==> config.mk <==
export PLATFORM = sky130hd
export DESIGN_NAME = gps_gga_time_sync_top_flat
export DESIGN_NICKNAME = d
export VERILOG_FILES = /design/src/sv/gts_pkg.sv /design/src/sv/gts_in_if.sv /design/src/sv/gts_out_if.sv /design/src/sv/gps_gga_time_sync_top.sv /design/src/sv/gts_cfg_regs.sv /design/src/sv/gts_in_stage.sv /design/src/sv/gts_core.sv /design/src/sv/gts_out_stage.sv /design/src/flat_wrapper.sv
export SDC_FILE = /design/constraint.sdc
export NUM_CORES = 1
export LEC_CHECK = 0
export BUFFER_PORTS_ARGS = -buffer_cell sky130_fd_sc_hd__buf_2
export CORE_MARGIN = 4
export CORE_UTILIZATION = 40
export CTS_CLUSTER_SIZE = 30
export DETAILED_ROUTE_END_ITERATION = 8
export PLACE_DENSITY = 0.61
export SKIP_CTS_REPAIR_TIMING = 1
export SLEW_MARGIN = 25
export SYNTH_ARGS = -nofsm -noshare
export SYNTH_HDL_FRONTEND = slang
export SYNTH_HIERARCHICAL = 1
export SYNTH_SLANG_ARGS = --single-unit
==> constraint.sdc <==
create_clock -name i_clk -period 12.3 [get_ports i_clk]
set_input_delay 0.615 -clock i_clk [delete_from_list [all_inputs] [get_ports i_clk]]
set_output_delay 0.615 -clock i_clk [all_outputs]
set_load 0.01 [all_outputs]
==> src/sv/gts_pkg.sv <==
// ----------------------------------------------------------------------------
// gts_pkg: shared types and constants for the GGA time sync block
// Phase codes, ASCII constants, configuration defaults and digit conversion.
// ----------------------------------------------------------------------------
package gts_pkg;

    typedef enum logic [1:0] {
        PH_WAIT    = 2'd0,
        PH_LISTEN  = 2'd1,
        PH_SYNCED  = 2'd2,
        PH_STOPPED = 2'd3
    } t_phase;

    typedef enum logic [1:0] {
        CFG_WAIT_SECONDS = 2'd0,
        CFG_FAIL_LIMIT   = 2'd1,
        CFG_RETRY_LIMIT  = 2'd2,
        CFG_SENTENCE_TAG = 2'd3
    } t_cfg_idx;

    localparam int CFG_DATA_W = 40;

    localparam logic [5:0]  RST_WAIT_SECONDS = 6'd15;
    localparam logic [2:0]  RST_FAIL_LIMIT   = 3'd5;
    localparam logic [1:0]  RST_RETRY_LIMIT  = 2'd3;
    localparam logic [39:0] RST_SENTENCE_TAG = 40'h47_50_47_47_41;

    localparam logic [7:0] CH_DOLLAR = 8'h24;
    localparam logic [7:0] CH_COMMA  = 8'h2C;
    localparam logic [7:0] CH_SPACE  = 8'h20;
    localparam logic [7:0] CH_ONE    = 8'h31;
    localparam logic [7:0] CH_TWO    = 8'h32;
    localparam logic [7:0] CH_THREE  = 8'h33;
    localparam logic [7:0] CH_ZERO   = 8'h30;

    localparam int TAG_LEN  = 5;
    localparam int TIME_LEN = 6;

    localparam logic [5:0] TAG_LAST_IDX = 6'(TAG_LEN - 1);
    localparam logic [5:0] TIME_LEN_IDX = 6'(TIME_LEN);
    localparam logic [5:0] IDX_MAX      = 6'd35;
    localparam logic [5:0] TICK_MAX     = 6'd63;
    localparam logic [2:0] FIX_FIELD    = 3'd6;
    localparam logic [2:0] LAST_COMMA   = 3'd7;

    // eleven times the ASCII zero bias, taken modulo 256
    localparam logic [7:0] DIGIT_BIAS = 8'((11 * 48) % 256);

    typedef struct packed {
        logic [5:0]  wait_seconds;
        logic [2:0]  fail_limit;
        logic [1:0]  retry_limit;
        logic [39:0] sentence_tag;
    } t_cfg;

    typedef struct packed {
        logic       cmd;
        logic [7:0] rx_byte;
    } t_item;

    typedef struct packed {
        t_phase     phase;
        logic       sync_pulse;
        logic [7:0] hours;
        logic [7:0] minutes;
        logic [7:0] secs;
        logic [5:0] wait_left;
        logic [2:0] fail_count;
        logic [1:0] retry_count;
    } t_result;

    function automatic logic [7:0] two_digits(input logic [7:0] hi, input logic [7:0] lo);
        logic [7:0] t;
        t = {hi[4:0], 3'b000} + {hi[6:0], 1'b0};
        return t + lo - DIGIT_BIAS;
    endfunction

endpackage

==> src/sv/gts_in_if.sv <==
// ----------------------------------------------------------------------------
// gts_in_if: input request channel
// Carries one command or received character per request.
// ----------------------------------------------------------------------------
interface gts_in_if;
    logic       valid;
    logic       ready;
    logic       cmd;
    logic [7:0] rx_byte;

    modport source (output valid, output cmd, output rx_byte, input ready);
    modport sink   (input valid, input cmd, input rx_byte, output ready);
endinterface

==> src/sv/gts_out_if.sv <==
// ----------------------------------------------------------------------------
// gts_out_if: result request channel
// Carries phase, captured time and counters for each input request.
// ----------------------------------------------------------------------------
interface gts_out_if;
    logic       valid;
    logic       ready;
    logic [1:0] phase;
    logic       sync_pulse;
    logic [7:0] hours;
    logic [7:0] minutes;
    logic [7:0] secs;
    logic [5:0] wait_left;
    logic [2:0] fail_count;
    logic [1:0] retry_count;

    modport source (output valid, output phase, output sync_pulse, output hours,
                    output minutes, output secs, output wait_left, output fail_count,
                    output retry_count, input ready);
    modport sink   (input valid, input phase, input sync_pulse, input hours,
                    input minutes, input secs, input wait_left, input fail_count,
                    input retry_count, output ready);
endinterface

==> src/sv/gps_gga_time_sync_top.sv <==
// The core forms each result combinationally; the output register loads it when empty or read.
// Throughput: one request per cycle without output stalls, set by the single state update.
// If empty, the input register takes a new request while a finished result waits at the output.
// Reset (synchronous, active low) clears phase, counters and both stages, loads defaults.
// ----------------------------------------------------------------------------
// gps_gga_time_sync_top: GGA sentence time capture with wait and retry
// Waits for ticks, matches the sentence tag, captures time on a valid fix.
// ----------------------------------------------------------------------------
module gps_gga_time_sync_top (
    input  logic                           i_clk,
    input  logic                           i_rst_n,
    input  logic                           i_cfg_we,
    input  logic [1:0]                     i_cfg_idx,
    input  logic [gts_pkg::CFG_DATA_W-1:0] i_cfg_data,
    gts_in_if.sink                         i_in,
    gts_out_if.source                      o_out
);

    gts_pkg::t_cfg    w_cfg;
    gts_pkg::t_item   w_item;
    gts_pkg::t_result w_result;
    logic             w_item_valid;
    logic             w_take;
    logic             w_en;

    assign w_en = w_item_valid && w_take;

    gts_cfg_regs u_cfg (
        .i_clk      (i_clk),
        .i_rst_n    (i_rst_n),
        .i_cfg_we   (i_cfg_we),
        .i_cfg_idx  (i_cfg_idx),
        .i_cfg_data (i_cfg_data),
        .o_cfg      (w_cfg)
    );

    gts_in_stage u_in (
        .i_clk   (i_clk),
        .i_rst_n (i_rst_n),
        .i_in    (i_in),
        .i_take  (w_take),
        .o_valid (w_item_valid),
        .o_item  (w_item)
    );

    gts_core u_core (
        .i_clk    (i_clk),
        .i_rst_n  (i_rst_n),
        .i_en     (w_en),
        .i_item   (w_item),
        .i_cfg    (w_cfg),
        .o_result (w_result)
    );

    gts_out_stage u_out (
        .i_clk    (i_clk),
        .i_rst_n  (i_rst_n),
        .i_load   (w_item_valid),
        .i_result (w_result),
        .o_take   (w_take),
        .o_out    (o_out)
    );

endmodule

==> src/sv/gts_cfg_regs.sv <==
// ----------------------------------------------------------------------------
// gts_cfg_regs: configuration register file
// Holds wait time, failure and retry limits and the sentence tag.
// ----------------------------------------------------------------------------
module gts_cfg_regs (
    input  logic                           i_clk,
    input  logic                           i_rst_n,
    input  logic                           i_cfg_we,
    input  logic [1:0]                     i_cfg_idx,
    input  logic [gts_pkg::CFG_DATA_W-1:0] i_cfg_data,
    output gts_pkg::t_cfg                  o_cfg
);

    gts_pkg::t_cfg r_cfg;

    always_ff @(posedge i_clk) begin
        if (!i_rst_n) begin
            r_cfg.wait_seconds <= gts_pkg::RST_WAIT_SECONDS;
            r_cfg.fail_limit   <= gts_pkg::RST_FAIL_LIMIT;
            r_cfg.retry_limit  <= gts_pkg::RST_RETRY_LIMIT;
            r_cfg.sentence_tag <= gts_pkg::RST_SENTENCE_TAG;
        end else if (i_cfg_we) begin
            case (gts_pkg::t_cfg_idx'(i_cfg_idx))
                gts_pkg::CFG_WAIT_SECONDS: r_cfg.wait_seconds <= i_cfg_data[5:0];
                gts_pkg::CFG_FAIL_LIMIT:   r_cfg.fail_limit   <= i_cfg_data[2:0];
                gts_pkg::CFG_RETRY_LIMIT:  r_cfg.retry_limit  <= i_cfg_data[1:0];
                gts_pkg::CFG_SENTENCE_TAG: r_cfg.sentence_tag <= i_cfg_data[39:0];
                default: r_cfg <= r_cfg;
            endcase
        end
    end

    assign o_cfg = r_cfg;

endmodule

==> src/sv/gts_in_stage.sv <==
// ----------------------------------------------------------------------------
// gts_in_stage: input register
// Captures one request and holds it until the core consumes it.
// ----------------------------------------------------------------------------
module gts_in_stage (
    input  logic           i_clk,
    input  logic           i_rst_n,
    gts_in_if.sink         i_in,
    input  logic           i_take,
    output logic           o_valid,
    output gts_pkg::t_item o_item
);

    logic           r_valid;
    gts_pkg::t_item r_item;
    logic           w_advance;
    logic           w_load;

    assign w_advance  = r_valid && i_take;
    assign i_in.ready = !r_valid || w_advance;
    assign w_load     = i_in.valid && i_in.ready;

    always_ff @(posedge i_clk) begin
        if (!i_rst_n) begin
            r_valid <= 1'b0;
        end else if (w_load) begin
            r_valid <= 1'b1;
        end else if (w_advance) begin
            r_valid <= 1'b0;
        end
    end

    always_ff @(posedge i_clk) begin
        if (w_load) begin
            r_item.cmd     <= i_in.cmd;
            r_item.rx_byte <= i_in.rx_byte;
        end
    end

    assign o_valid = r_valid;
    assign o_item  = r_item;

endmodule

==> src/sv/gts_core.sv <==
// ----------------------------------------------------------------------------
// gts_core: sentence tracking state and per-request update
// Applies one tick or character to the sync state and forms its result.
// ----------------------------------------------------------------------------
module gts_core (
    input  logic             i_clk,
    input  logic             i_rst_n,
    input  logic             i_en,
    input  gts_pkg::t_item   i_item,
    input  gts_pkg::t_cfg    i_cfg,
    output gts_pkg::t_result o_result
);

    gts_pkg::t_phase r_phase,       n_phase;
    logic [5:0]      r_tick_count,  n_tick_count;
    logic            r_tag_check,   n_tag_check;
    logic            r_recording,   n_recording;
    logic [5:0]      r_char_index,  n_char_index;
    logic [2:0]      r_comma_count, n_comma_count;
    logic            r_fix_valid,   n_fix_valid;
    logic [2:0]      r_fails,       n_fails;
    logic [1:0]      r_retries,     n_retries;
    logic [7:0]      r_tag_chars  [gts_pkg::TAG_LEN-1];
    logic [7:0]      n_tag_chars  [gts_pkg::TAG_LEN-1];
    logic [7:0]      r_time_chars [gts_pkg::TIME_LEN];
    logic [7:0]      n_time_chars [gts_pkg::TIME_LEN];

    logic       w_pulse;
    logic       w_match;
    logic [2:0] w_cc_inc;
    logic [2:0] w_fails_inc;
    logic [1:0] w_retries_inc;
    logic [7:0] w_c;

    assign w_c           = i_item.rx_byte;
    assign w_cc_inc      = r_comma_count + 3'd1;
    assign w_fails_inc   = r_fails + 3'd1;
    assign w_retries_inc = r_retries + 2'd1;

    always_comb begin
        w_match = (w_c == i_cfg.sentence_tag[7:0]);
        for (int k = 0; k < gts_pkg::TAG_LEN - 1; k++) begin
            if (r_tag_chars[k] != i_cfg.sentence_tag[39 - 8 * k -: 8]) begin
                w_match = 1'b0;
            end
        end
    end

    always_comb begin
        n_phase       = r_phase;
        n_tick_count  = r_tick_count;
        n_tag_check   = r_tag_check;
        n_recording   = r_recording;
        n_char_index  = r_char_index;
        n_comma_count = r_comma_count;
        n_fix_valid   = r_fix_valid;
        n_fails       = r_fails;
        n_retries     = r_retries;
        n_tag_chars   = r_tag_chars;
        n_time_chars  = r_time_chars;
        w_pulse       = 1'b0;

        if (i_item.cmd) begin
            if (r_phase == gts_pkg::PH_WAIT) begin
                if (r_tick_count < gts_pkg::TICK_MAX) begin
                    n_tick_count = r_tick_count + 6'd1;
                end
                if (n_tick_count >= i_cfg.wait_seconds) begin
                    n_phase = gts_pkg::PH_LISTEN;
                end
            end
        end else if (r_phase == gts_pkg::PH_LISTEN) begin
            if (r_recording) begin
                if (w_c == gts_pkg::CH_COMMA) begin
                    if (r_comma_count != 3'd0) begin
                        if (r_char_index < gts_pkg::TIME_LEN_IDX) begin
                            n_time_chars[r_char_index[2:0]] = w_c;
                        end
                        if (r_char_index < gts_pkg::IDX_MAX) begin
                            n_char_index = r_char_index + 6'd1;
                        end
                    end
                    n_comma_count = w_cc_inc;
                    if (w_cc_inc == gts_pkg::LAST_COMMA) begin
                        n_comma_count = 3'd0;
                        if (r_fix_valid) begin
                            n_phase = gts_pkg::PH_SYNCED;
                            w_pulse = 1'b1;
                        end else begin
                            n_recording  = 1'b0;
                            n_tag_check  = 1'b0;
                            n_char_index = 6'd0;
                            n_fails      = w_fails_inc;
                            if (w_fails_inc == i_cfg.fail_limit) begin
                                n_retries    = w_retries_inc;
                                n_tick_count = 6'd0;
                                n_fails      = 3'd0;
                                n_phase      = (w_retries_inc == i_cfg.retry_limit)
                                             ? gts_pkg::PH_STOPPED : gts_pkg::PH_WAIT;
                            end
                        end
                    end
                end else if (w_c == gts_pkg::CH_SPACE) begin
                    n_recording = r_recording;
                end else if (r_comma_count == gts_pkg::FIX_FIELD) begin
                    n_fix_valid = (w_c == gts_pkg::CH_ONE) || (w_c == gts_pkg::CH_TWO)
                               || (w_c == gts_pkg::CH_THREE);
                end else begin
                    if (r_char_index < gts_pkg::TIME_LEN_IDX) begin
                        n_time_chars[r_char_index[2:0]] = w_c;
                    end
                    if (r_char_index < gts_pkg::IDX_MAX) begin
                        n_char_index = r_char_index + 6'd1;
                    end
                end
            end else if (r_tag_check && (r_char_index <= gts_pkg::TAG_LAST_IDX)) begin
                if (r_char_index == gts_pkg::TAG_LAST_IDX) begin
                    n_tag_check  = 1'b0;
                    n_char_index = 6'd0;
                    n_recording  = w_match;
                end else begin
                    n_tag_chars[r_char_index[1:0]] = w_c;
                    n_char_index = r_char_index + 6'd1;
                end
            end else if ((w_c == gts_pkg::CH_DOLLAR) && !r_tag_check) begin
                n_tag_check = 1'b1;
            end
        end
    end

    always_comb begin
        o_result.phase       = n_phase;
        o_result.sync_pulse  = w_pulse;
        o_result.hours       = 8'd0;
        o_result.minutes     = 8'd0;
        o_result.secs        = 8'd0;
        if (n_phase == gts_pkg::PH_SYNCED) begin
            o_result.hours   = gts_pkg::two_digits(n_time_chars[0], n_time_chars[1]);
            o_result.minutes = gts_pkg::two_digits(n_time_chars[2], n_time_chars[3]);
            o_result.secs    = gts_pkg::two_digits(n_time_chars[4], n_time_chars[5]);
        end
        o_result.wait_left   = (n_tick_count >= i_cfg.wait_seconds)
                             ? 6'd0 : (i_cfg.wait_seconds - n_tick_count);
        o_result.fail_count  = n_fails;
        o_result.retry_count = n_retries;
    end

    always_ff @(posedge i_clk) begin
        if (!i_rst_n) begin
            r_phase       <= gts_pkg::PH_WAIT;
            r_tick_count  <= 6'd0;
            r_tag_check   <= 1'b0;
            r_recording   <= 1'b0;
            r_char_index  <= 6'd0;
            r_comma_count <= 3'd0;
            r_fix_valid   <= 1'b0;
            r_fails       <= 3'd0;
            r_retries     <= 2'd0;
            for (int k = 0; k < gts_pkg::TIME_LEN; k++) begin
                r_time_chars[k] <= 8'd0;
            end
        end else if (i_en) begin
            r_phase       <= n_phase;
            r_tick_count  <= n_tick_count;
            r_tag_check   <= n_tag_check;
            r_recording   <= n_recording;
            r_char_index  <= n_char_index;
            r_comma_count <= n_comma_count;
            r_fix_valid   <= n_fix_valid;
            r_fails       <= n_fails;
            r_retries     <= n_retries;
            r_time_chars  <= n_time_chars;
        end
    end

    always_ff @(posedge i_clk) begin
        if (i_en) begin
            r_tag_chars <= n_tag_chars;
        end
    end

endmodule

==> src/sv/gts_out_stage.sv <==
// ----------------------------------------------------------------------------
// gts_out_stage: result register
// Holds one result until the sink takes it.
// ----------------------------------------------------------------------------
module gts_out_stage (
    input  logic             i_clk,
    input  logic             i_rst_n,
    input  logic             i_load,
    input  gts_pkg::t_result i_result,
    output logic             o_take,
    gts_out_if.source        o_out
);

    logic             r_valid;
    gts_pkg::t_result r_result;

    assign o_take = !r_valid || o_out.ready;

    always_ff @(posedge i_clk) begin
        if (!i_rst_n) begin
            r_valid <= 1'b0;
        end else if (o_take) begin
            r_valid <= i_load;
        end
    end

    always_ff @(posedge i_clk) begin
        if (i_load && o_take) begin
            r_result <= i_result;
        end
    end

    assign o_out.valid       = r_valid;
    assign o_out.phase       = r_result.phase;
    assign o_out.sync_pulse  = r_result.sync_pulse;
    assign o_out.hours       = r_result.hours;
    assign o_out.minutes     = r_result.minutes;
    assign o_out.secs        = r_result.secs;
    assign o_out.wait_left   = r_result.wait_left;
    assign o_out.fail_count  = r_result.fail_count;
    assign o_out.retry_count = r_result.retry_count;

endmodule

==> src/flat_wrapper.sv <==
// flat-port wrapper written by rule: the top's interface ports become plain ports
module gps_gga_time_sync_top_flat 
  (i_clk, i_rst_n, i_cfg_we, i_cfg_idx, i_cfg_data, i_in_valid, i_in_cmd, i_in_rx_byte, i_in_ready, o_out_valid, o_out_phase, o_out_sync_pulse, o_out_hours, o_out_minutes, o_out_secs, o_out_wait_left, o_out_fail_count, o_out_retry_count, o_out_ready);
  gts_in_if i_in_i ();
  gts_out_if o_out_i ();
  input  logic i_clk;
  input  logic i_rst_n;
  input  logic i_cfg_we;
  input  logic [1:0] i_cfg_idx;
  input  logic [gts_pkg::CFG_DATA_W-1:0] i_cfg_data;
  input wire logic [$bits(i_in_i.valid)-1:0] i_in_valid;
  input wire logic [$bits(i_in_i.cmd)-1:0] i_in_cmd;
  input wire logic [$bits(i_in_i.rx_byte)-1:0] i_in_rx_byte;
  output wire logic [$bits(i_in_i.ready)-1:0] i_in_ready;
  output wire logic [$bits(o_out_i.valid)-1:0] o_out_valid;
  output wire logic [$bits(o_out_i.phase)-1:0] o_out_phase;
  output wire logic [$bits(o_out_i.sync_pulse)-1:0] o_out_sync_pulse;
  output wire logic [$bits(o_out_i.hours)-1:0] o_out_hours;
  output wire logic [$bits(o_out_i.minutes)-1:0] o_out_minutes;
  output wire logic [$bits(o_out_i.secs)-1:0] o_out_secs;
  output wire logic [$bits(o_out_i.wait_left)-1:0] o_out_wait_left;
  output wire logic [$bits(o_out_i.fail_count)-1:0] o_out_fail_count;
  output wire logic [$bits(o_out_i.retry_count)-1:0] o_out_retry_count;
  input wire logic [$bits(o_out_i.ready)-1:0] o_out_ready;
  assign i_in_i.valid = i_in_valid;
  assign i_in_i.cmd = i_in_cmd;
  assign i_in_i.rx_byte = i_in_rx_byte;
  assign i_in_ready = i_in_i.ready;
  assign o_out_valid = o_out_i.valid;
  assign o_out_phase = o_out_i.phase;
  assign o_out_sync_pulse = o_out_i.sync_pulse;
  assign o_out_hours = o_out_i.hours;
  assign o_out_minutes = o_out_i.minutes;
  assign o_out_secs = o_out_i.secs;
  assign o_out_wait_left = o_out_i.wait_left;
  assign o_out_fail_count = o_out_i.fail_count;
  assign o_out_retry_count = o_out_i.retry_count;
  assign o_out_i.ready = o_out_ready;
  gps_gga_time_sync_top u_core (.i_clk(i_clk), .i_rst_n(i_rst_n), .i_cfg_we(i_cfg_we), .i_cfg_idx(i_cfg_idx), .i_cfg_data(i_cfg_data), .i_in(i_in_i), .o_out(o_out_i));
endmodule
==> results_dict.tcl <==
set metrics [dict create \
    ant_nets 0 \
    ctsRootBufferMaster "clkbuf_16" \
    cts.sinks 202 \
    worstSetupEndpointType "flip-flop" \
    min_period_ns 5.218 \
    power.density_mw_per_mm2 118.0 \
    drt_drc_violations_left 0 \
    drv_cap 0 \
    core_area_sq_mm 0.02778 \
    num_vias 8497 \
    outcome "finished clean" \
    min_period_over_period_pct 42.43 \
    portBuffers 95 \
    grt_max_degree 93 \
    avgSynthCellArea_sq_um 10.08 \
    syn_nets 1244 \
    area.growth.synth_to_final_pct 12.46 \
    busiest_layer "met2" \
    met2_usage_pct 29.88 \
    gp_congestion 0.9047 \
    tns_ns 0 \
    hold_class "input pin to flip-flop" \
    drive_gt1_share_pct 15.50 \
    layout.nets 1309 \
    drt_iter0_drc 745 \
    async_flop_share_pct 0 \
    final.fill_count 2663 \
    hold_violations 0 \
    start_util_pct 40.56 \
    required_ns 12.55 \
    ys.flop_type "dfxtp_1" \
    yosys_register_bits 202 \
    grt_first_pass_wirelength_microns 44720 \
    rsz0062_at_grt "no" \
    stdcell_area_sq_mm 0.01267 \
    rows 61 \
    grt_usage_pct 17.84 \
    dieWidth_microns 175.8 \
    globalRouteMet1Util_pct 24.29 \
    synth_edf_count 79 \
    max_freq_ghz 0.1916 \
    io_pins 96 \
    ys_seq_area_share_pct 42.90 \
    worstMarginPinSlew_ns 1.019 \
    routed_wl_microns 27880 \
    grt_util_met3_pct 2.583 \
    crit_arrival_ns 5.47 \
    vias_per_cell 5.385 \
    cts.clk_slew.worst_paths_ns 0.06 \
    crit_fanout 16 \
    dieArea_sq_mm 0.03092 \
    synth_top_cell_area_share_pct 21.85 \
    yosys_warnings 6 \
    grt_overflow 0 \
    synth_most_common_cell "dfxtp_1" \
    yosys-top-cells-area "dfxtp_1 (22%), edfxtp_1 (21%), ha_1 (6.3%), mux2i_1 (6.0%), nand2_1 (2.9%)" \
    netlist-cell-type-count 98 \
    cts_tree "built" \
    cts_buffer_depth 3 \
    crit_type "flip-flop to flip-flop" \
    final_max_slew_viol_count 0 \
    irDropWorstVdd_uv 111.4 \
    startpoint_type "flip-flop" \
    diodes 0 \
    cts_inserted_buffers 23 \
    p_leak_uw 0.004978 \
    clk_latency_ns 0.52 \
    synthCells 1118 \
    setup_viol 0 \
    grt_pass1_vias 8315 \
    wl_per_cell_microns 17.67 \
    slew_headroom_pct 32.09 \
    netlist_area_sq_mm 0.01127 \
    dpl_cell_area_sq_mm 0.01193 \
    hpwl_microns 20130 \
    die_h_microns 175.8 \
    htree_levels 1 \
    drtPass1Iterations 5 \
    antenna_found_initial 1 \
    post-synth-top-area-cell "dfxtp_1" \
    fin_skew_ns 0.01515 \
    synthTopCellsByCount "dfxtp_1 (123), nand2_1 (87), nor2_1 (83)" \
]
layout by cell type (no fill, tap or decap), drive strengths merged, types with 4 or more instances in the layout:
cell and n:
a211oi 10, a21boi 6, a21o 10, a21oi 48, a22oi 12, a311oi 5, a32oi 8, and2 9
and3 20, buf 107, clkbuf 32, clkinv 7, dfxtp 123, edfxtp 79, fa 13, ha 57
inv 68, mux2 9, mux2i 68, nand2 88, nand2b 15, nand3 39, nand4 29, nor2 84
nor2b 14, nor3 29, nor4 11, o211a 6, o211ai 22, o21a 4, o21ai 27, o22ai 6
xnor2 34, xor2 36
kinds of logic after synthesis:
family                     synth area share (%)
adders and majority gates                 8.639
muxes                                     6.940
DFF                                       42.90
AOI/OAI and AO/OA                         13.60
xor gates and xnor gates                  5.641
buffers and inverters                     5.552
and+or+nand+nor                           16.72
final timing paths:
check | from | to | slack [ns] | depth (start not counted)
max reg2reg | u_core/u_in/o_item[3] | u_core/u_out/o_out.secs[7] | 7.08 | 17
max | u_core/u_in/o_item[3] | u_core/u_out/o_out.secs[7] | 7.08 | 17
min | i_in_rx_byte[2] | u_core/u_in/o_item[2] | 0.28 | 1
min reg2reg | u_core/u_core/r_time_chars[0] | u_core/u_core/r_time_chars[0] | 0.46 | 2
critical path, stage by stage, from the launching register on:
cell and delay (ns):
edfxtp_1 0.59, buf_4 0.33, xor2_1 0.48, o311ai_4 0.19, a21boi_4 0.24, nor2_2 0.28
mux2_2 0.37, ha_1 0.31, inv_1 0.04, o21bai_1 0.17, fa_1 0.49, fa_1 0.47
a21o_1 0.17, a21oi_1 0.17, xnor2_1 0.12, a211oi_1 0.31, a211o_1 0.16, a21oi_1 0.06
power by group:
part | switching, uW | internal [uW]
clock | 268 | 400
combinational | 61.8 | 38.2
sequential | 14.1 | 713
cell type report:
type	instances	area (sq um)	share of cell area [%]
multi-input cells	782	5816	45.89
inverters	67	251.5	1.985
repair buffers	107	565.5	4.463
well taps	378	473.0	3.732
clock inverters	10	101.3	0.7998
clock buffers	32	630.6	4.976
flip-flops and latches	202	4835	38.15
stage by stage:
stage | total power (uW) | cells | hold WS (ns) | util (%) | setup WS (ns)
after floorplan | 805.3 | 1118 | 0.4294 | - | 7.659
after global placement | 839.9 | 1536 | 0.4423 | 42.96 | 7.182
after detailed placement | 841.6 | 1536 | 0.4489 | 42.96 | 7.059
after CTS | 1516 | 1578 | 0.2596 | 45.59 | 7.059
after global routing | 1557 | 1578 | 0.2559 | 45.61 | 6.767
final | 1495 | 1578 | 0.2830 | 45.61 | 7.082
per-layer routing:
layer | routed length [microns] | share of wire, % | vias up
li1 | - | - | 4169
met1 | 12580 | 45 | 4071
met2 | 13300 | 48 | 203
met3 | 1317 | 4.7 | 52
met4 | 676 | 2.4 | 2
met5 | 7 | 0.025 | -
sequential cells by signal, indices dropped and copies added (netlist names), 3 cells and up:
register                       cells
u_core/u_out/o_out.fail_count      3
u_core/u_out/o_out.secs            8
u_core/u_out/o_out.hours           8
u_core/u_core/r_fails              3
u_core/u_core/r_char_index         6
u_core/u_in/o_item                 9
u_core/u_core/r_tag_chars         32
u_core/u_cfg/o_cfg                51
u_core/u_out/o_out.minutes         8
u_core/u_core/r_comma_count        3
u_core/u_core/r_tick_count         6
u_core/u_core/r_time_chars        45
u_core/u_out/o_out.wait_left       6
(Power assumes the default switching activity.)
